==> src/rtl/dlle_pkg.sv <==
// ----------------------------------------------------------------------------
// dlle_pkg
// Shared types, constants and helpers for the doubly linked list engine.
// ----------------------------------------------------------------------------
package dlle_pkg;

	// Node table size and derived widths
	localparam int NODES  = 64;
	localparam int ID_W   = $clog2(NODES);
	localparam int LINK_W = $clog2(NODES + 1);
	localparam int CNT_W  = $clog2(NODES + 1);
	localparam int CFG_W  = 7;

	// Link value that marks "no node"
	localparam logic [LINK_W-1:0] NULL_LINK = LINK_W'(NODES);

	// Reset value of the capacity register
	localparam logic [CFG_W-1:0] MAX_ITEMS_RST = CFG_W'(64);

	// Operation and location codes
	localparam logic       ACT_PUT  = 1'b0;
	localparam logic       ACT_GET  = 1'b1;
	localparam logic [1:0] LOC_HEAD = 2'd0;
	localparam logic [1:0] LOC_TAIL = 2'd1;

	// Register index, taken from paddr[2]
	localparam logic REG_MAX_ITEMS = 1'b0;

	typedef enum logic [1:0] {
		ST_OK    = 2'd0,
		ST_EMPTY = 2'd1,
		ST_FULL  = 2'd2,
		ST_BAD   = 2'd3
	} status_t;

	typedef enum logic [2:0] {
		S_IDLE,
		S_CHECK,
		S_READ,
		S_WR1,
		S_WR2,
		S_DONE
	} seq_state_t;

	typedef enum logic [2:0] {
		OP_NONE,
		OP_PUT_FIRST,
		OP_PUT_HEAD,
		OP_PUT_TAIL,
		OP_PUT_AFTER,
		OP_GET
	} op_t;

	// One link RAM port: one write and one read address per cycle
	typedef struct packed {
		logic              we;
		logic [ID_W-1:0]   waddr;
		logic [LINK_W-1:0] wdata;
		logic [ID_W-1:0]   raddr;
	} ram_req_t;

	// Result transaction
	typedef struct packed {
		logic [ID_W-1:0]  removed_node;
		status_t          status;
		logic [CNT_W-1:0] item_count;
		logic             is_empty;
		logic             is_full;
	} result_t;

	// A link points to a real node when it is below the null code
	function automatic logic is_real(input logic [LINK_W-1:0] link);
		return link < NULL_LINK;
	endfunction

endpackage

==> src/rtl/dlle_link_ram.sv <==
// ----------------------------------------------------------------------------
// dlle_link_ram
// Link table RAM: one write port, one read port with registered read data.
// ----------------------------------------------------------------------------
module dlle_link_ram (
	input  logic                        clk,
	input  dlle_pkg::ram_req_t          req,
	output logic [dlle_pkg::LINK_W-1:0] rdata_q
);
	import dlle_pkg::*;

	logic [LINK_W-1:0] mem [NODES];

	// Write and registered read
	always_ff @(posedge clk) begin
		if (req.we) begin
			mem[req.waddr] <= req.wdata;
		end
		rdata_q <= mem[req.raddr];
	end

endmodule

==> src/rtl/dlle_seq.sv <==
// ----------------------------------------------------------------------------
// dlle_seq
// Operation sequencer: checks an operation, reads the target's links for a put
// after a reference or a get, issues the link writes, up to two per RAM, then reports the result.
// ----------------------------------------------------------------------------
module dlle_seq (
	input  logic                        clk,
	input  logic                        arst_n,
	input  logic                        start,
	input  logic                        action,
	input  logic [1:0]                  location,
	input  logic [dlle_pkg::ID_W-1:0]   node_id,
	input  logic                        ref_valid,
	input  logic [dlle_pkg::ID_W-1:0]   ref_node,
	input  logic [dlle_pkg::CFG_W-1:0]  max_items,
	input  logic [dlle_pkg::LINK_W-1:0] next_rdata_q,
	input  logic [dlle_pkg::LINK_W-1:0] prev_rdata_q,
	output dlle_pkg::ram_req_t          next_req,
	output dlle_pkg::ram_req_t          prev_req,
	output logic                        busy,
	output logic                        done,
	output dlle_pkg::result_t           result
);
	import dlle_pkg::*;

	seq_state_t state_q, state_d;
	op_t        op_q, op_c;
	status_t    status_q, status_c;

	// Latched transaction
	logic              act_q;
	logic [1:0]        loc_q;
	logic [ID_W-1:0]   id_q;
	logic              refv_q;
	logic [ID_W-1:0]   ref_q;

	// Work registers
	logic [ID_W-1:0]   tgt_q;
	logic [LINK_W-1:0] p_q;
	logic [LINK_W-1:0] n_q;

	// List state
	logic [LINK_W-1:0] head_q;
	logic [LINK_W-1:0] tail_q;
	logic [CNT_W-1:0]  count_q;
	logic [NODES-1:0]  member_q;

	logic [CNT_W-1:0]  cap_c;
	logic              full_c;
	logic              rel_c;
	logic              head_sel_c;
	logic              list_empty_c;
	logic [LINK_W-1:0] tgt_link_c;
	logic [LINK_W-1:0] id_link;
	logic [LINK_W-1:0] tgt_link_q;

	// Capacity saturates at the table size
	assign cap_c  = (32'(max_items) > NODES) ? CNT_W'(NODES) : CNT_W'(max_items);
	assign full_c = count_q >= cap_c;

	// Location decode: codes above tail are relative; no reference means head
	assign rel_c        = (loc_q != LOC_HEAD) && (loc_q != LOC_TAIL);
	assign head_sel_c   = (loc_q == LOC_HEAD) || (rel_c && !refv_q);
	assign list_empty_c = !is_real(head_q);
	assign id_link      = LINK_W'(id_q);
	assign tgt_link_q   = LINK_W'(tgt_q);

	// Target node: head, tail or reference, for put and get alike
	always_comb begin
		if (head_sel_c) begin
			tgt_link_c = head_q;
		end else if (loc_q == LOC_TAIL) begin
			tgt_link_c = tail_q;
		end else begin
			tgt_link_c = LINK_W'(ref_q);
		end
	end

	// Membership and capacity checks
	always_comb begin
		op_c     = OP_NONE;
		status_c = ST_OK;
		if (act_q == ACT_PUT) begin
			if (full_c) begin
				status_c = ST_FULL;
			end else if (member_q[id_q]) begin
				status_c = ST_BAD;
			end else if (list_empty_c) begin
				op_c = OP_PUT_FIRST;
			end else if (head_sel_c) begin
				op_c = OP_PUT_HEAD;
			end else if (loc_q == LOC_TAIL) begin
				op_c = OP_PUT_TAIL;
			end else if (!member_q[ref_q]) begin
				status_c = ST_BAD;
			end else begin
				op_c = OP_PUT_AFTER;
			end
		end else begin
			if (list_empty_c || (count_q == '0)) begin
				status_c = ST_EMPTY;
			end else if (rel_c && refv_q && !member_q[ref_q]) begin
				status_c = ST_BAD;
			end else if (!is_real(tgt_link_c)) begin
				status_c = ST_EMPTY;
			end else begin
				op_c = OP_GET;
			end
		end
	end

	// Next state
	always_comb begin
		state_d = state_q;
		case (state_q)
			S_IDLE: begin
				if (start) state_d = S_CHECK;
			end
			S_CHECK: begin
				if (op_c == OP_NONE) begin
					state_d = S_DONE;
				end else if ((op_c == OP_PUT_AFTER) || (op_c == OP_GET)) begin
					state_d = S_READ;
				end else begin
					state_d = S_WR1;
				end
			end
			S_READ: state_d = S_WR1;
			S_WR1: begin
				if ((op_q == OP_PUT_HEAD) || (op_q == OP_PUT_TAIL) ||
				    (op_q == OP_PUT_AFTER)) begin
					state_d = S_WR2;
				end else begin
					state_d = S_DONE;
				end
			end
			S_WR2:  state_d = S_DONE;
			S_DONE: state_d = S_IDLE;
			default: state_d = S_IDLE;
		endcase
	end

	// Outputs and RAM requests
	always_comb begin
		busy           = (state_q != S_IDLE);
		done           = (state_q == S_DONE);
		next_req       = '0;
		prev_req       = '0;
		next_req.raddr = tgt_link_c[ID_W-1:0];
		prev_req.raddr = tgt_link_c[ID_W-1:0];
		case (state_q)
			S_WR1: begin
				case (op_q)
					OP_PUT_FIRST: begin
						next_req.we = 1'b1; next_req.waddr = id_q; next_req.wdata = NULL_LINK;
						prev_req.we = 1'b1; prev_req.waddr = id_q; prev_req.wdata = NULL_LINK;
					end
					OP_PUT_HEAD: begin
						next_req.we = 1'b1; next_req.waddr = id_q; next_req.wdata = tgt_link_q;
						prev_req.we = 1'b1; prev_req.waddr = id_q; prev_req.wdata = NULL_LINK;
					end
					OP_PUT_TAIL: begin
						next_req.we = 1'b1; next_req.waddr = id_q; next_req.wdata = NULL_LINK;
						prev_req.we = 1'b1; prev_req.waddr = id_q; prev_req.wdata = tgt_link_q;
					end
					OP_PUT_AFTER: begin
						next_req.we = 1'b1; next_req.waddr = id_q; next_req.wdata = n_q;
						prev_req.we = 1'b1; prev_req.waddr = id_q; prev_req.wdata = tgt_link_q;
					end
					OP_GET: begin
						// Bridge the neighbors around the removed node
						next_req.we    = is_real(p_q);
						next_req.waddr = p_q[ID_W-1:0];
						next_req.wdata = n_q;
						prev_req.we    = is_real(n_q);
						prev_req.waddr = n_q[ID_W-1:0];
						prev_req.wdata = p_q;
					end
					default: begin
						next_req.we = 1'b0;
						prev_req.we = 1'b0;
					end
				endcase
			end
			S_WR2: begin
				case (op_q)
					OP_PUT_HEAD: begin
						prev_req.we = 1'b1; prev_req.waddr = tgt_q; prev_req.wdata = id_link;
					end
					OP_PUT_TAIL: begin
						next_req.we = 1'b1; next_req.waddr = tgt_q; next_req.wdata = id_link;
					end
					OP_PUT_AFTER: begin
						// Successor's back link follows the new node
						next_req.we    = 1'b1;
						next_req.waddr = tgt_q;
						next_req.wdata = id_link;
						prev_req.we    = is_real(n_q);
						prev_req.waddr = n_q[ID_W-1:0];
						prev_req.wdata = id_link;
					end
					default: begin
						next_req.we = 1'b0;
						prev_req.we = 1'b0;
					end
				endcase
			end
			default: begin
				next_req.we = 1'b0;
				prev_req.we = 1'b0;
			end
		endcase
	end

	// Result fields; list state is already updated in the done state
	always_comb begin
		result.removed_node = (op_q == OP_GET) ? tgt_q : '0;
		result.status       = status_q;
		result.item_count   = count_q;
		result.is_empty     = (count_q == '0);
		result.is_full      = full_c;
	end

	// Control state
	always_ff @(posedge clk or negedge arst_n) begin
		if (!arst_n) begin
			state_q  <= S_IDLE;
			op_q     <= OP_NONE;
			status_q <= ST_OK;
			head_q   <= NULL_LINK;
			tail_q   <= NULL_LINK;
			count_q  <= '0;
			member_q <= '0;
		end else begin
			state_q <= state_d;
			if (state_q == S_CHECK) begin
				op_q     <= op_c;
				status_q <= status_c;
			end
			if (state_q == S_WR1) begin
				case (op_q)
					OP_PUT_FIRST: begin
						head_q <= id_link;
						tail_q <= id_link;
					end
					OP_PUT_HEAD: head_q <= id_link;
					OP_PUT_TAIL: tail_q <= id_link;
					OP_PUT_AFTER: begin
						if (!is_real(n_q)) tail_q <= id_link;
					end
					OP_GET: begin
						if (!is_real(p_q)) head_q <= n_q;
						if (!is_real(n_q)) tail_q <= p_q;
					end
					default: begin
						head_q <= head_q;
					end
				endcase
				if (op_q == OP_GET) begin
					member_q[tgt_q] <= 1'b0;
					count_q         <= count_q - CNT_W'(1);
				end else if (op_q != OP_NONE) begin
					member_q[id_q] <= 1'b1;
					count_q        <= count_q + CNT_W'(1);
				end
			end
		end
	end

	// Transaction and work registers
	always_ff @(posedge clk) begin
		if ((state_q == S_IDLE) && start) begin
			act_q  <= action;
			loc_q  <= location;
			id_q   <= node_id;
			refv_q <= ref_valid;
			ref_q  <= ref_node;
		end
		if (state_q == S_CHECK) begin
			tgt_q <= tgt_link_c[ID_W-1:0];
		end
		if (state_q == S_READ) begin
			p_q <= prev_rdata_q;
			n_q <= next_rdata_q;
		end
	end

endmodule

==> src/rtl/doubly_linked_list_engine_top.sv <==
// ----------------------------------------------------------------------------
// doubly_linked_list_engine_top
// Doubly linked list manager over 64 node ids with an APB capacity register.
// ----------------------------------------------------------------------------
// An operation is taken when start is high while busy is low; busy then stays
// high until the operation is finished. The sequencer steps through the
// check, a registered read of the link RAMs for a put after a reference or a
// get, and one link write state (put into an empty list, get) or two (put at
// head, tail or after a reference); a refused op goes from check to done.
// The result is registered and appears in the cycle after the done state,
// on the result ports for exactly one cycle with done high; the receiver
// cannot stall it and must take it in that cycle. A new operation may be
// started while that result is still on the ports. The user must write
// max_items (offset 0x0) only while the block is idle; nothing enforces it.
module doubly_linked_list_engine_top (
	input  logic                       clk,
	input  logic                       arst_n,
	// Operation transaction
	input  logic                       start,
	output logic                       busy,
	input  logic                       action,
	input  logic [1:0]                 location,
	input  logic [dlle_pkg::ID_W-1:0]  node_id,
	input  logic                       ref_valid,
	input  logic [dlle_pkg::ID_W-1:0]  ref_node,
	// Result transaction
	output logic                       done,
	output logic [dlle_pkg::ID_W-1:0]  removed_node,
	output logic [1:0]                 status,
	output logic [dlle_pkg::CNT_W-1:0] item_count,
	output logic                       is_empty,
	output logic                       is_full,
	// APB configuration port
	input  logic                       psel,
	input  logic                       penable,
	input  logic                       pwrite,
	input  logic [2:0]                 paddr,
	input  logic [31:0]                pwdata,
	output logic [31:0]                prdata,
	output logic                       pready
);
	import dlle_pkg::*;

	logic [CFG_W-1:0]  max_items_q;
	ram_req_t          next_req;
	ram_req_t          prev_req;
	logic [LINK_W-1:0] next_rdata_q;
	logic [LINK_W-1:0] prev_rdata_q;
	logic              seq_done;
	result_t           seq_result;
	logic              done_q;
	result_t           result_q;
	logic              cfg_wr;

	// APB register access
	assign pready = 1'b1;
	assign cfg_wr = psel && penable && pwrite && pready;
	assign prdata = (paddr[2] == REG_MAX_ITEMS) ? 32'(max_items_q) : '0;

	always_ff @(posedge clk or negedge arst_n) begin
		if (!arst_n) begin
			max_items_q <= MAX_ITEMS_RST;
		end else if (cfg_wr && (paddr[2] == REG_MAX_ITEMS)) begin
			max_items_q <= pwdata[CFG_W-1:0];
		end
	end

	// Forward and backward link tables
	dlle_link_ram u_next_ram (
		.clk     (clk),
		.req     (next_req),
		.rdata_q (next_rdata_q)
	);

	dlle_link_ram u_prev_ram (
		.clk     (clk),
		.req     (prev_req),
		.rdata_q (prev_rdata_q)
	);

	// Operation sequencer
	dlle_seq u_seq (
		.clk          (clk),
		.arst_n       (arst_n),
		.start        (start),
		.action       (action),
		.location     (location),
		.node_id      (node_id),
		.ref_valid    (ref_valid),
		.ref_node     (ref_node),
		.max_items    (max_items_q),
		.next_rdata_q (next_rdata_q),
		.prev_rdata_q (prev_rdata_q),
		.next_req     (next_req),
		.prev_req     (prev_req),
		.busy         (busy),
		.done         (seq_done),
		.result       (seq_result)
	);

	// Result output register
	always_ff @(posedge clk or negedge arst_n) begin
		if (!arst_n) begin
			done_q <= 1'b0;
		end else begin
			done_q <= seq_done;
		end
	end

	always_ff @(posedge clk) begin
		if (seq_done) begin
			result_q <= seq_result;
		end
	end

	assign done         = done_q;
	assign removed_node = result_q.removed_node;
	assign status       = result_q.status;
	assign item_count   = result_q.item_count;
	assign is_empty     = result_q.is_empty;
	assign is_full      = result_q.is_full;

	// Checks
	a_accept_busy: assert property (@(posedge clk) disable iff (!arst_n)
		start && !busy |=> busy)
		else $error("busy not raised after an accepted operation");

	a_empty_flag: assert property (@(posedge clk) disable iff (!arst_n)
		done |-> (is_empty == (item_count == '0)))
		else $error("is_empty disagrees with item_count");

	a_empty_status: assert property (@(posedge clk) disable iff (!arst_n)
		done && (status == ST_EMPTY) |-> is_empty && (removed_node == '0))
		else $error("empty status reported on a non-empty list");

	a_single_done: assert property (@(posedge clk) disable iff (!arst_n)
		done |-> !$past(done))
		else $error("result strobe held for more than one cycle");

endmodule
==> config.mk <==
export PLATFORM = sky130hd
export DESIGN_NAME = doubly_linked_list_engine_top
export DESIGN_NICKNAME = d
export VERILOG_FILES = /design/src/rtl/dlle_pkg.sv /design/src/rtl/dlle_link_ram.sv /design/src/rtl/dlle_seq.sv /design/src/rtl/doubly_linked_list_engine_top.sv
export SDC_FILE = /design/constraint.sdc
export NUM_CORES = 2
export LEC_CHECK = 0
export BUFFER_PORTS_ARGS = -buffer_cell sky130_fd_sc_hd__buf_2
export CAP_MARGIN = 30
export CORE_UTILIZATION = 25
export DETAILED_ROUTE_END_ITERATION = 10
export HOLD_SLACK_MARGIN = 0.03
export PLACE_DENSITY = 0.44
export SYNTH_ARGS = -nofsm -noshare
export SYNTH_HDL_FRONTEND = slang
export SYNTH_SLANG_ARGS = --single-unit
==> constraint.sdc <==
create_clock -name clk -period 5.5 [get_ports clk]
set_clock_uncertainty 0.15 [all_clocks]
set_input_delay 0.55 -clock clk [delete_from_list [all_inputs] [get_ports clk]]
set_output_delay 0.55 -clock clk [all_outputs]
set_load 0.005 [all_outputs]
======== Word level (Yosys, flattened, before mapping) ========
Memory sizes are Yosys's and may differ from the RTL's. A register that Yosys moved wholly into a read port is not among the register bits.
Cells that the tools add are included.
word-level totals
  bits in registers ....................... 154
  memory bits (writable) .................. 896
  input port bits ......................... 57
  output and inout port bits .............. 52
  word-level logic and storage cells ...... 156
  memories kept ........................... 2
memory list
  name            depth  bits a word  rd ports  clocked after memory_dff  wr ports  line                 RTL
  u_next_ram.mem  64     7            1         1                         1         dlle_link_ram.sv:12  logic [LINK_W-1:0] mem [NODES];
  u_prev_ram.mem  64     7            1         1                         1         dlle_link_ram.sv:12
operators by class
  add/sub/neg operators ................... 2
  order comparisons ....................... 11
  eq/ne operators ......................... 18
  mux-type cells .......................... 62
  bitwise gates (word level) .............. 4
  reductions and logical operators ........ 35
operators with widths
  cell                count
  $mux 64             2
  $pmux 13 s2         3
  $and 64x64->64      1
  $not 64->64         1
  $or 64x64->64       1
  $mux 7              9
  $pmux 13 s4         1
  $pmux 13 s3         1
  $mux 3              12
  $lt 7x7->1 const B  4
  $lt 6x7->1 const B  3
  $pmux 7 s3          1
  $eq 3x3->1 const B  6
  $mux 2              9
  $pmux 3 s5          1
  $pmux 7 s2          1
  $mux 13             1
  $bmux 1 s6          2
  $demux 1 s6         2
  $eq 3x2->1 const B  4
  $ge 6x1->1 const B  2
  $mux 1              12
  $logic_and 1x1->1   10
  $pmux 1 s2          5
  21 further kinds    38

======== Logic depth before layout (Yosys ltp) ========
  depth after elaboration ................. 15
  mapped depth ............................ 15
  mapped depth without buffers ............ 12

======== Hierarchy ========
A second synthesis with hierarchy kept.
second synthesis, totals
  cells, all modules ...................... 2478
  area total of the unflattened synthesis .. 43908.4 um2
modules (own cells, without submodules)
  module                         instances  cells each  area each (um2)  seq. area each (um2)
  dlle_link_ram                  2          827         17635.7          13593.0
  dlle_seq                       1          756         7558.5           3410.8
  doubly_linked_list_engine_top  1          68          1078.5           711.9

======== Worst setup path after synthesis ========
Ideal clock, no wire load.
  path type ............................... register to register
  start point ............................. register u_seq.op_q[0]
  end point ............................... memory u_prev_ram.mem[0][3] (netlist name), data pin
  setup time .............................. 0.702 ns
  arrival ................................. 4.407 ns
  required time ........................... 4.648 ns
  path slack .............................. 0.241 ns
  cell stages (with the launch flop) ...... 9
  path buffers ............................ 3
  period minus slack after synthesis ...... 5.259 ns
  cell sequence ........................... dfrtp_1 > clkbuf_1 > nand2_1 > inv_1 > clkbuf_1 > buf_1 > nand2_1 > a21boi_0 > o21ai_0
RTL lines
  what                    line                 RTL
  from (decl)             dlle_seq.sv:27       op_t op_q, op_c;
  from (signal assigned)  dlle_seq.sv:237      op_q <= op_c;
  to (decl)               dlle_link_ram.sv:12

======== Worst setup path in the final report ========
  start point ............................. register u_seq.op_q[0]
  end point ............................... memory u_next_ram.mem[19][2] (netlist name) (enable)
on the way
  longest elaborated chain between the ends .. 6
  elaborated cells on any way between the ends .. 16
  those cells by class .................... 5 x eq/ne; 8 x mux; 3 x reduce/logical
RTL lines
  what                                                                        line                              RTL
  $eq 3x1->1, or another cell as far along                                    dlle_seq.sv:153                   case (op_q)
  $reduce_or 4->1 (no source line) / $reduce_or 2->1 (equally long branches)  --
  $pmux 1 s2 / $mux 1 (equally long branches)                                 dlle_seq.sv:153, dlle_seq.sv:186
  $pmux 1 s2                                                                  dlle_seq.sv:151                   case (state_q)
  $mux 1                                                                      dlle_link_ram.sv:16               if (req.we) begin
  $mux 1 (implied by the code)                                                dlle_link_ram.sv:17               mem[req.waddr] <= req.wdata;
  to (decl)                                                                   dlle_link_ram.sv:12
Parallel ways exist; a longest one is shown, timed or not.

==> metrics.md <==
| Metric | Value |
|---|---|
| Final setup violation count | 0 |
| Final core occ | 0.293 |
| Post-synth EDFFs | 949 |
| Hold_sp | start |
| Seq cells post-synth | 1,064 |
| Post-synthesis sequential area ratio | 0.706 |
| Count of cell types in the netlist | 72 |
| Worst reg2reg setup slack | 1.20 ns |
| Sink Count | 1,064 |
| CTS buffer count | 112 |
| Simple-gate portion of the synthesized area | 0.0896 |
| CTS clk-pin slew, worst paths | 0.06 ns |
| Setup bufs post-CTS | 0 |
| H-tree depth | 3 |
| Initial antenna violation count | 1 |
| R2r startpoint | u_seq.op_q[0] |
| Vias in the first global route | 25,900 |
| Hold path depth | 3 |
| MaxCap Viol Count | 0 |
| CTS tree | built |
| Final Hold Fails | 0 |
| Routed Antenna Nets | 0 |
| Syn_area_per_cell | 14.8 um2 |
| Mapped Area | 44,300 um2 |
| Die X | 423 um |
| Synth async-reset ratio | 0.0949 |
| Worst Path Required | 5.73 ns |
| Setup TNS | 0 ns |
| GP Congestion | 0.822 |
| Worst slew margin | 0.340 |
| First-pass GRT wire length | 181 mm |
| Worst Setup End Kind | flip-flop |
| HPWL after detailed placement | 77.9 mm |
| Synth Area in XOR/XNOR | 0.00158 |
| Hold WS | 0.0973 ns |
| Layout cells sized above 1 | 0.163 |
| Largest net degree at the start of global routing | 65 |
| Placed cells | 5,341 |
| Drc violations | 0 |
| CTS max path bufs | 3 |
| Cell Rows | 154 |
| Vias/cell | 4.57 |
| Hold endpoint | u_seq.state_q[0] |
| Least-Margin Pin Slew | 0.985 ns |
| Fmax | 232 MHz |
| DRT Pass-1 Iters | 5 |
| Tcrit/Tclk final | 0.782 |
| P_leak | 17.6 nW |
| Final Instance Count excl. Fillers | 5,576 |
| Total power | 24.7 mW |
| Pwr per Cell Area | 478 nW/um2 |
| Worst R2R End | u_next_ram.mem[19][2] |
| Max Slew Vio Count | 0 |
| WS Path Type | reg -> reg |
| Crit path time final | 4.30 ns |
| Initial Utilization | 0.252 |
| CP max FO | 20 |
| Unrepaired setup endpoints after global routing | no |
| # nets final | 3,209 |
| Synth Flop Type | edfxtp_1 |
| Core area | 176,000 um2 |
| Vert. Die Dim | 423 um |
| Peak supply drop | 0.295 mV |
| Routed WL per cell | 22.2 um |
| Gr usage total | 0.137 |
| Largest family of logic cells by synthesized area | multiplexers |
| Startpoint Class | flip-flop |
| Outcome | finished clean |
| CTS root buffer | clkbuf_16 |
| Hold/Removal Path Class | in -> reg |
| Critical path arrival | 4.53 ns |
| Post-synthesis compound-gate area fraction | 0.0583 |
| Gr ovfl total | 0 |
| R2R depth | 9 |
| IO buf count | 55 |
| Vias | 25,500 |
| Clock latency on the worst-skew pair | 0.75 ns |
| Mux contribution to synthesized area | 0.118 |
| Synth warn | 0 |
| Synth Area in Adders | 0.00384 |
| Area growth syn-to-layout | 16.6% |
| WL final | 124 mm |
| Initial DRC count | 1,862 |
| Die Area | 179,000 um2 |
| Top Ports | 109 |
| Post-synthesis instance total | 3,000 |
## registers in the layout, summed over array words and instances (netlist names), 7 cells and up
| name | count |
|---|---|
| u_seq.p_q | 7 |
| u_prev_ram.mem | 448 |
| u_seq.tail_q | 7 |
| item_count | 7 |
| max_items_q | 7 |
| u_next_ram.rdata_q | 7 |
| u_seq.n_q | 7 |
| u_prev_ram.rdata_q | 7 |
| u_seq.member_q | 64 |
| u_next_ram.mem | 448 |
| u_seq.head_q | 7 |
| u_seq.count_q | 7 |
## final cells by class
| type | count | area, um2 |
|---|---|---|
| clock buffer | 136 | 2900 |
| inverter | 20 | 90.1 |
| fill | 17700 | 124000 |
| antenna | 2 | 5.00 |
| sequential | 1064 | 31300 |
| clock inverter | 73 | 668 |
| timing repair buffer | 187 | 1450 |
| multi-input combinational | 1754 | 12300 |
| tap | 2340 | 2930 |
## repair_timing
| item | in CTS | in global routing |
|---|---|---|
| hold buffers | 24 | 0 |
| resized for setup | 0 | 0 |
| hold endpoints to repair | 75 | 0 |
## per-stage QoR
step           setup WS [ns]  cell area (um2)
4_1_cts                 1.19            51700
6_report                1.20            51700
3_5_place_dp            1.16            47900
3_3_place_gp           0.687            47800
5_1_grt                0.926            51700
2_1_floorplan          0.241            44400
## layer usage
| layer | GRT usage | share of wire | vias up |
|---|---|---|---|
| met4 | 0.0388 | 0.020 | 0 |
| li1 | - | - | 11700 |
| met3 | 0.0197 | 0.047 | 149 |
| met2 | 0.227 | 0.48 | 639 |
| met1 | 0.184 | 0.45 | 13000 |
| met5 | 0 | 0 | - |
## power breakdown
| group | switching, mW | internal, mW |
|---|---|---|
| Clock | 3.29 | 4.15 |
| Combinational | 4.68 | 2.69 |
| Sequential | 0.489 | 9.41 |
## critical path: stages, from the launching register on
cell and delay, ns:
dfrtp_1 0.82, nand2_1 0.10, buf_4 0.25, inv_1 0.49, nand2_1 0.22, a21oi_1 0.26
a21oi_1 0.09, nor2_1 0.48, nand2_1 0.39, nor2_1 0.66
## Yosys cell counts (9+ instances only)
cell,instances,area (um2)
a22oi_1,17,128
a21o_1,10,75.1
a31oi_1,15,93.8
o211ai_1,17,128
nor2_1,195,732
nand2_1,434,1630
a21oi_1,109,546
buf_2,46,230
mux2i_1,185,1850
dfrtp_1,98,2450
mux2_2,41,462
nor3_1,19,95.1
o22ai_1,22,138
nand3_1,173,866
nor2b_1,26,163
nand4_1,9,56.3
o221ai_1,14,123
clkbuf_1,84,315
inv_1,17,63.8
mux4_2,126,2840
o21ai_0,170,851
nand2b_1,9,56.3
a221oi_1,15,131
buf_4,36,270
dfxtp_1,14,280
edfxtp_1,949,28500
buf_1,17,63.8
nor4_1,16,100
ha_1,12,150
## placed cells by master, fill, tap and decap left out, types with 7 or more instances in the layout
master         Yosys  routed
buf_2             46      55
nand3b_1           7       7
nor2b_1           26      26
dfrtp_1           98      98
clkbuf_1          84      23
o21ai_0          170     158
clkinv_1           2      25
nand2b_1           9       9
nand4_1            9       9
a21o_1            10      10
edfxtp_1         949     949
nand3_1          173     173
a211oi_1           7       7
inv_1             17      17
a21oi_1          109     108
clkbuf_16          0     112
clkinv_2           0      24
dlygate4sd3_1      0      24
a22oi_1           17      17
bufinv_16          0       8
mux4_2           126     126
o221ai_1          14      14
buf_4             36      98
nor3_1            19      18
o211ai_1          17      17
mux2i_1          185     182
ha_1              12      12
o22ai_1           22      22
a221oi_1          15      15
mux2_2            41      40
nor4_1            16      16
conb_1             2      26
a31oi_1           15      15
dfxtp_1           14      14
o21ai_4            0      12
and3_1             7       7
nand2_1          434     434
nor2_1           195     191
## kinds of logic (layout without fill, tap and decap cells)
group	Yosys count	count (layout)
DFF	1064	1064
and+or+nand+nor	918	918
AOI/OAI and AO/OA	434	434
muxes	355	355
buffers and inverters	206	416
adders and majority gates	13	13
xor gates and xnor gates	8	8
other	2	28
## worst max path at each step
stage          depth (start not counted)     startpoint  slack, ns                     to
6_report                               9  u_seq.op_q[0]       1.20  u_next_ram.mem[19][2]
4_1_cts                                9  u_seq.op_q[0]       1.19  u_next_ram.mem[23][6]
3_5_place_dp                           9  u_seq.op_q[0]       1.16  u_next_ram.mem[23][6]
3_3_place_gp                           7  u_seq.op_q[0]       0.69  u_next_ram.mem[56][3]
2_1_floorplan                          8  u_seq.op_q[0]       0.24   u_prev_ram.mem[0][3]
5_1_grt                                9  u_seq.op_q[0]       0.93  u_next_ram.mem[19][4]
Power figures use the tool's default switching activity.
